==> config.mk <==
export PLATFORM = sky130hd
export DESIGN_NAME = pcs_horner_step
export DESIGN_NICKNAME = d
export VERILOG_FILES = /design/src/sv/pcs_pkg.sv /design/src/sv/pcs_horner_step.sv
export SDC_FILE = /design/constraint.sdc
export NUM_CORES = 2
export LEC_CHECK = 0
export ABC_AREA = 1
export BUFFER_PORTS_ARGS = -buffer_cell sky130_fd_sc_hd__buf_2
export CAP_MARGIN = 20
export CORE_ASPECT_RATIO = 1.5
export CORE_UTILIZATION = 27
export CTS_CLUSTER_DIAMETER = 50
export DETAILED_ROUTE_END_ITERATION = 12
export GPL_TIMING_DRIVEN = 0
export PLACE_DENSITY = 0.41
export SYNTH_ARGS = -nofsm -noshare
export SYNTH_HDL_FRONTEND = slang
export SYNTH_SLANG_ARGS = --single-unit
==> constraint.sdc <==
create_clock -name clk -period 3.3 [get_ports clk]
set_input_delay 0.33 -clock clk [delete_from_list [all_inputs] [get_ports clk]]
set_output_delay 0.33 -clock clk [all_outputs]
set_load 0.005 [all_outputs]
==> src/sv/pcs_pkg.sv <==
`timescale 1ns / 1ps
// ----------------------------------------------------------------------------
// pcs_pkg - shared types and constants of the piecewise cubic sine
// Q32 angle constants, segment bounds, Q30 cubic coefficients and the
// control word that travels with each item down the polynomial pipeline.
// ----------------------------------------------------------------------------
package pcs_pkg;

	localparam int NSEG  = 7;
	localparam int SEG_W = 3;
	localparam int T30_W = 31;   // folded angle, Q30, unsigned
	localparam int ACC_W = 34;   // Horner accumulator, Q30, signed
	localparam int R_W   = 35;   // reduced angle, Q32, unsigned
	localparam int T_W   = 33;   // folded angle, Q32, unsigned

	localparam longint TWO_PI_Q32 = 64'sd26986075409;

	localparam logic [R_W-1:0] HALF_PI       = 35'd6746518852;
	localparam logic [R_W-1:0] PI            = 35'd13493037705;
	localparam logic [R_W-1:0] THREE_HALF_PI = 35'd20239556557;
	localparam logic [R_W-1:0] TWO_PI        = R_W'(TWO_PI_Q32);

	// 1e-9 units to Q32, rounded to nearest
	function automatic longint bound_q32(input longint b);
		return (b * 64'sd8388608 + 64'sd976562) / 64'sd1953125;
	endfunction

	// 1e-13 units to Q30, rounded to nearest, magnitude first
	function automatic longint coef_q30(input longint c);
		longint mag;
		longint q;
		mag = (c < 0) ? -c : c;
		q   = (mag * 64'sd131072 + 64'sd610351562) / 64'sd1220703125;
		return (c < 0) ? -q : q;
	endfunction

	localparam logic [T_W-1:0] BOUND [NSEG] = '{
		T_W'(bound_q32(64'sd349065850)),  T_W'(bound_q32(64'sd523598776)),
		T_W'(bound_q32(64'sd698131701)),  T_W'(bound_q32(64'sd872664626)),
		T_W'(bound_q32(64'sd1047197551)), T_W'(bound_q32(64'sd1221730476)),
		T_W'(bound_q32(64'sd1570796327))
	};

	localparam logic signed [ACC_W-1:0] COEF [NSEG][4] = '{
		'{ACC_W'(coef_q30(-64'sd1622577489580)), ACC_W'(coef_q30(-64'sd16459527368)),
		  ACC_W'(coef_q30(64'sd10001606966700)), ACC_W'(coef_q30(64'sd0))},
		'{ACC_W'(coef_q30(-64'sd1509651715040)), ACC_W'(coef_q30(-64'sd134715121937)),
		  ACC_W'(coef_q30(64'sd10042885956400)), ACC_W'(coef_q30(-64'sd4803028546))},
		'{ACC_W'(coef_q30(-64'sd1367440765250)), ACC_W'(coef_q30(-64'sd358099559493)),
		  ACC_W'(coef_q30(64'sd10159849774400)), ACC_W'(coef_q30(-64'sd25217065842))},
		'{ACC_W'(coef_q30(-64'sd1180966085560)), ACC_W'(coef_q30(-64'sd748651215345)),
		  ACC_W'(coef_q30(64'sd10432506266200)), ACC_W'(coef_q30(-64'sd88667112615))},
		'{ACC_W'(coef_q30(-64'sd952882457585)), ACC_W'(coef_q30(-64'sd1345772757060)),
		  ACC_W'(coef_q30(64'sd10953593113000)), ACC_W'(coef_q30(-64'sd240245132062))},
		'{ACC_W'(coef_q30(-64'sd721464278044)), ACC_W'(coef_q30(-64'sd2072794409820)),
		  ACC_W'(coef_q30(64'sd11714928407500)), ACC_W'(coef_q30(-64'sd506001284052))},
		'{ACC_W'(coef_q30(-64'sd371377463960)), ACC_W'(coef_q30(-64'sd3355929600270)),
		  ACC_W'(coef_q30(64'sd13282573775000)), ACC_W'(coef_q30(-64'sd1144414657940))}
	};

	typedef struct packed {
		logic             valid;
		logic             hit;
		logic             neg;
		logic [SEG_W-1:0] seg;
		logic [T30_W-1:0] t30;
	} pcs_ctl_t;

endpackage

==> src/sv/pcs_horner_step.sv <==
`timescale 1ns / 1ps
// ----------------------------------------------------------------------------
// pcs_horner_step - one Horner step of the segment cubic
// Multiply the accumulator by the folded angle, then round the product back
// to Q30 and add the next coefficient of the item's segment. Two stages.
// ----------------------------------------------------------------------------
module pcs_horner_step #(
	parameter int STEP = 1
) (
	input  logic                               clk,
	input  logic                               arst_n,
	input  pcs_pkg::pcs_ctl_t                  ctl_in,
	input  logic signed [pcs_pkg::ACC_W-1:0]   acc_in,
	output pcs_pkg::pcs_ctl_t                  ctl_out,
	output logic signed [pcs_pkg::ACC_W-1:0]   acc_out
);
	import pcs_pkg::*;

	localparam int P_W = ACC_W + T30_W + 1;
	localparam logic signed [P_W-1:0] HALF_LSB = P_W'(64'sd1 <<< 29);

	pcs_ctl_t                 ctl_s1;
	logic signed [P_W-1:0]    prod_s1;
	logic signed [P_W-1:0]    prod_rnd;
	logic signed [ACC_W-1:0]  acc_s2;
	pcs_ctl_t                 ctl_s2;

	// round half up, back to Q30
	assign prod_rnd = (prod_s1 + HALF_LSB) >>> 30;

	// Control word advances with its valid bit; clear both stages on reset
	always_ff @(posedge clk or negedge arst_n) begin
		if (!arst_n) begin
			ctl_s1 <= '0;
			ctl_s2 <= '0;
		end else begin
			ctl_s1 <= ctl_in;
			ctl_s2 <= ctl_s1;
		end
	end

	always_ff @(posedge clk) begin
		prod_s1    <= P_W'(acc_in) * P_W'(signed'({1'b0, ctl_in.t30}));
		acc_s2     <= ACC_W'(prod_rnd) + COEF[ctl_s1.seg][STEP];
	end

	assign ctl_out = ctl_s2;
	assign acc_out = acc_s2;

endmodule

Yosys cells after proc, flatten, opt, wreduce, memory -nomap -nowiden:

Memory sizes are Yosys's and may differ from the RTL's.
Index checks and enable logic that the tools add are counted.
Widths: inputs -> output; s select.

* bits in registers: 172
* memory bits (read-only): 1088
* input bits: 73
* output and inout port bits: 71
* word-level logic and storage cells: 20
* memories: 1

* add/subtract/negate cells: 2
* multipliers: 1
* magnitude comparators: 1
* multiplexer cells: 2
* bitwise logic cells: 1

Memory list
* (name not given): depth 8, bits a word 136, rd ports 1, clocked after Yosys merged registers in 0, write ports 0, RTL line pcs_horner_step.sv:44 `acc_s2 <= ACC_W'(prod_rnd) + COEF[ctl_s1.seg][STEP];`

Operator list (count)
* $mux 102: 2
* $add 64x31->64 const B: 1
* $mul 34x32->64: 1
* $add 34x34->34: 1
* $ge 4x4->1 const B: 1
* $not 3->4: 1

Longest topological paths before layout:

* depth after elaboration: 5
* mapped depth: 35
* mapped depth without buffers: 33

Worst setup path before layout:

OpenSTA, ideal clock, no wires.

* kind: input -> register
* start point: in acc_in[33] (netlist name)
* end point: reg prod_s1[63]
* library setup time: 113 ps
* data arrival time: 7175 ps
* data required time: 3187 ps
* slack: -3988 ps
* stages on the path: 26
* buffers on the path: 2
* cell sequence: clkbuf_1 > clkbuf_1 > nand2_1 > fa_1 > fa_1 > fa_1 > inv_1 > fa_1 > inv_1 > fa_1 > inv_1 > fa_1 > inv_1 > fa_1 > inv_1 > fa_1 > ha_1 > nand2_1 > nor3_1 > nand2_1 > nor3_1 > inv_1 > o21ai_0 > a21oi_1 > nand3_1 > nand2_1

* word-level cells in the longest chain between the ends: 1

RTL lines
* start: declaration: RTL line pcs_horner_step.sv:13 `input logic signed [pcs_pkg::ACC_W-1:0] acc_in,`
* $mul 34x32->64: RTL line pcs_horner_step.sv:43 `prod_s1 <= P_W'(acc_in) * P_W'(signed'({1'b0, ctl_in.t30}));`
* end signal: assignment: RTL line pcs_horner_step.sv:43
* end: declaration: RTL line pcs_horner_step.sv:23 `logic signed [P_W-1:0] prod_s1;`

Every way passes these cells.

Worst setup path in the final report:

* start point: in ctl_in[27] (netlist name)
* end point: reg prod_s1[62]

* word-level cells in the longest chain between the ends: 1

RTL lines
* start: declaration: RTL line pcs_horner_step.sv:12 `input pcs_pkg::pcs_ctl_t ctl_in,`
* $mul 34x32->64: RTL line pcs_horner_step.sv:43

Every way passes these cells.

==> run metrics <==
Critical Path Sink Type=flop; Max H-tree Level=4; Critical path buffers and inverters=9; total CTS buffers=17; Max Cap Viol=0; Final Hold Violating Endpoints=0; gpl congestion=between 0.9 and 1; largest net degree at the start of global routing=49; Post-Layout Inst Area=57900 um^2; Hold WC Path Type=input port to flop; Synth top area share=0.486; CP startpoint kind=input port; DR WL/cell=26.5 um; top cells by count, synth=inv_1 (1845), nand2_1 (1418), fa_1 (1089), ha_1 (213), nor2_1 (207); port bufs=143; first-pass GRT wire length=310000 um; crit path max fanout=8; failing checks=negative setup slack; Layout area overhead=29.1%; routed wire length=between 200000 and 250000 um; Worst-Margin Slew=696 ps; final setup vio count=35; grt ovf=0; Placement Cell Area=50100 um^2; async set-or-reset flop fraction in the synthesized netlist=0.517; vias in the first global route=42568; cell with the most instances after synthesis=inv_1; DRT iter0 DRCs=2102; register area=3250 um^2; area occupied by multi-input gates=around 37000 um^2; layout cell share with drive strength beyond 1=0.226; required time of the critical path=3780 ps; DRC violations left=0; top cells by area, synth=fa_1 (49%), inv_1 (15%), nand2_1 (12%); final design utilization=0.352; Post-Syn Nets=around 7000; critical path type=input port to flop; CTS tree=done; Total GRT Usage=0.269; reg2reg path depth=20; CP arrival=7040 ps; status=finished, violations left; Tcrit/Tclk final=1.99; Hold Path Cell Cnt=1; fmax=152 MHz; Max Clock Skew=27.1 ps; Die Y=around 500 um; maximum root-to-sink buffer count=2; Setup TNS Final=-107240 ps; # rows=182; most frequent CP cell=fa_1; Synth Warn #=0; EDFF count, synth=0; Distinct cells, synth=46; die area=168000 um^2; register area share after synthesis=0.0721; cell taking the most area after synthesis=fa_1; core area=164000 um^2; DRT antenna net count=0; initial antenna violation count=10; Starting Density=0.273; I/O pin count=~140; relative slew slack=0.535; Crit path largest cell delay=~640 ps; Stages on worst setup path=28; slowest CP cell=fa_2; CTS clk-pin slew, worst paths=70 ps; Tmin final=6570 ps; Syn Inst Count=5665; filler instances=17421; Pre-Repair DR Iteration Count=7; post-synthesis register bit count=143; die width=335 um; Slew Limit Fails=0; Avg Inst Size Synth=between 7 and 8 um^2; via count=around 38000; clk_lat worst skew=approximately 560 ps; Detailed Place HPWL=183000 um; CTS sink cnt=about 140; Synth Cell Area=around 45000 um^2; Final nets=approximately 7500; largest delay contributor family on the critical path=adder cells; RSZ-0062 raised after global routing=yes; clk root buf=clkbuf_16; vias per cell=4.55; top_reg_cell synth=dfrtp_1; fin worst setup slack=-3270 ps
[placed cells by master, fill, tap and decap left out, types with 23 or more instances in the layout]
master and n:
inv_2 104, buf_4 216, clkbuf_4 31, clkbuf_16 69
ha_1 153, dfrtp_1 71, buf_6 59, fa_1 972
nand2_4 43, buf_2 110, a21oi_1 45, ha_4 52
dfxtp_1 61, a21oi_2 40, nand2_2 77, nor2_4 65
fa_2 117, nor2_2 47, nor2_1 105, xor2_1 51
buf_8 56, nand4_1 29, nand3_1 61, xnor2_1 23
inv_1 1723, clkbuf_8 39, o21ai_0 24, buf_12 45
dlygate4sd3_1 35, o21ai_2 26, nand2_1 1307
[final cells by class]
class,count,area share
multi-input cells,3445,0.640
plain buffers,202,0.0483
flip-flops and latches,143,0.0561
repair buffers,464,0.0766
clock buffers,18,0.00758
clock inverters,14,0.00244
well taps,2208,0.0477
inverters,1848,0.121
diodes,7,0.000302
[cell families after synthesis]
group,share of synthesized area
buffers and inverters,0.174
xor gates and xnor gates,0.0168
DFF,0.0721
adders and majority gates,0.545
and+or+nand+nor,0.159
AOI/OAI and AO/OA,0.0329
[repair_timing]
action                                  in CTS  in global routing
endpoints found under the hold margin       58                  2
gates cloned                                 1                  4
resized for setup                         1052                470
hold buffers                                33                  2
pin swaps                                  284                274
buffers inserted                           165                 67
endpoints found under the setup margin      51                 52
[flip-flops by register name (all words and copies together) (netlist names)]
name     flops
ctl_out     37
acc_out     34
ctl_s1      37
prod_s1     35
[metrics by stage]
| stage | setup WS, ps | hold WS (ps) | instances |
|---|---|---|---|
| after floorplan | -3260 | 34.4 | 5665 |
| after global placement | -5800 | 331 | 8016 |
| after detailed placement | -5480 | 335 | 8067 |
| after CTS | -3150 | 6.79 | 8274 |
| after global routing | -3430 | 24.2 | 8344 |
| final | -3270 | 51.7 | 8349 |
[path summary, 6_finish.rpt]
check,slack (ps),startpoint,to
hold / removal,50,ctl_in[21],ctl_s1[21]
setup reg to reg,130,prod_s1[29],acc_out[33]
min in group asynchronous,300,arst_n,ctl_s1[11]
setup / recovery,-3270,ctl_in[27],prod_s1[62]
hold reg to reg,340,ctl_s1[22],ctl_out[22]
max in group asynchronous,2240,arst_n,ctl_s1[31]
[per-layer routing]
layer | up-vias | wire, um | global-route usage
met3 | 527 | 10700 | 0.0387
li1 | 16660 | - | -
met2 | 1209 | 113000 | 0.486
met4 | 10 | 21700 | 0.210
met5 | - | 59 | 0
met1 | 19570 | 76000 | 0.277
Power is not shown: default switching activity piles up to over one toggle a cycle in this logic, so the estimate is an artifact.
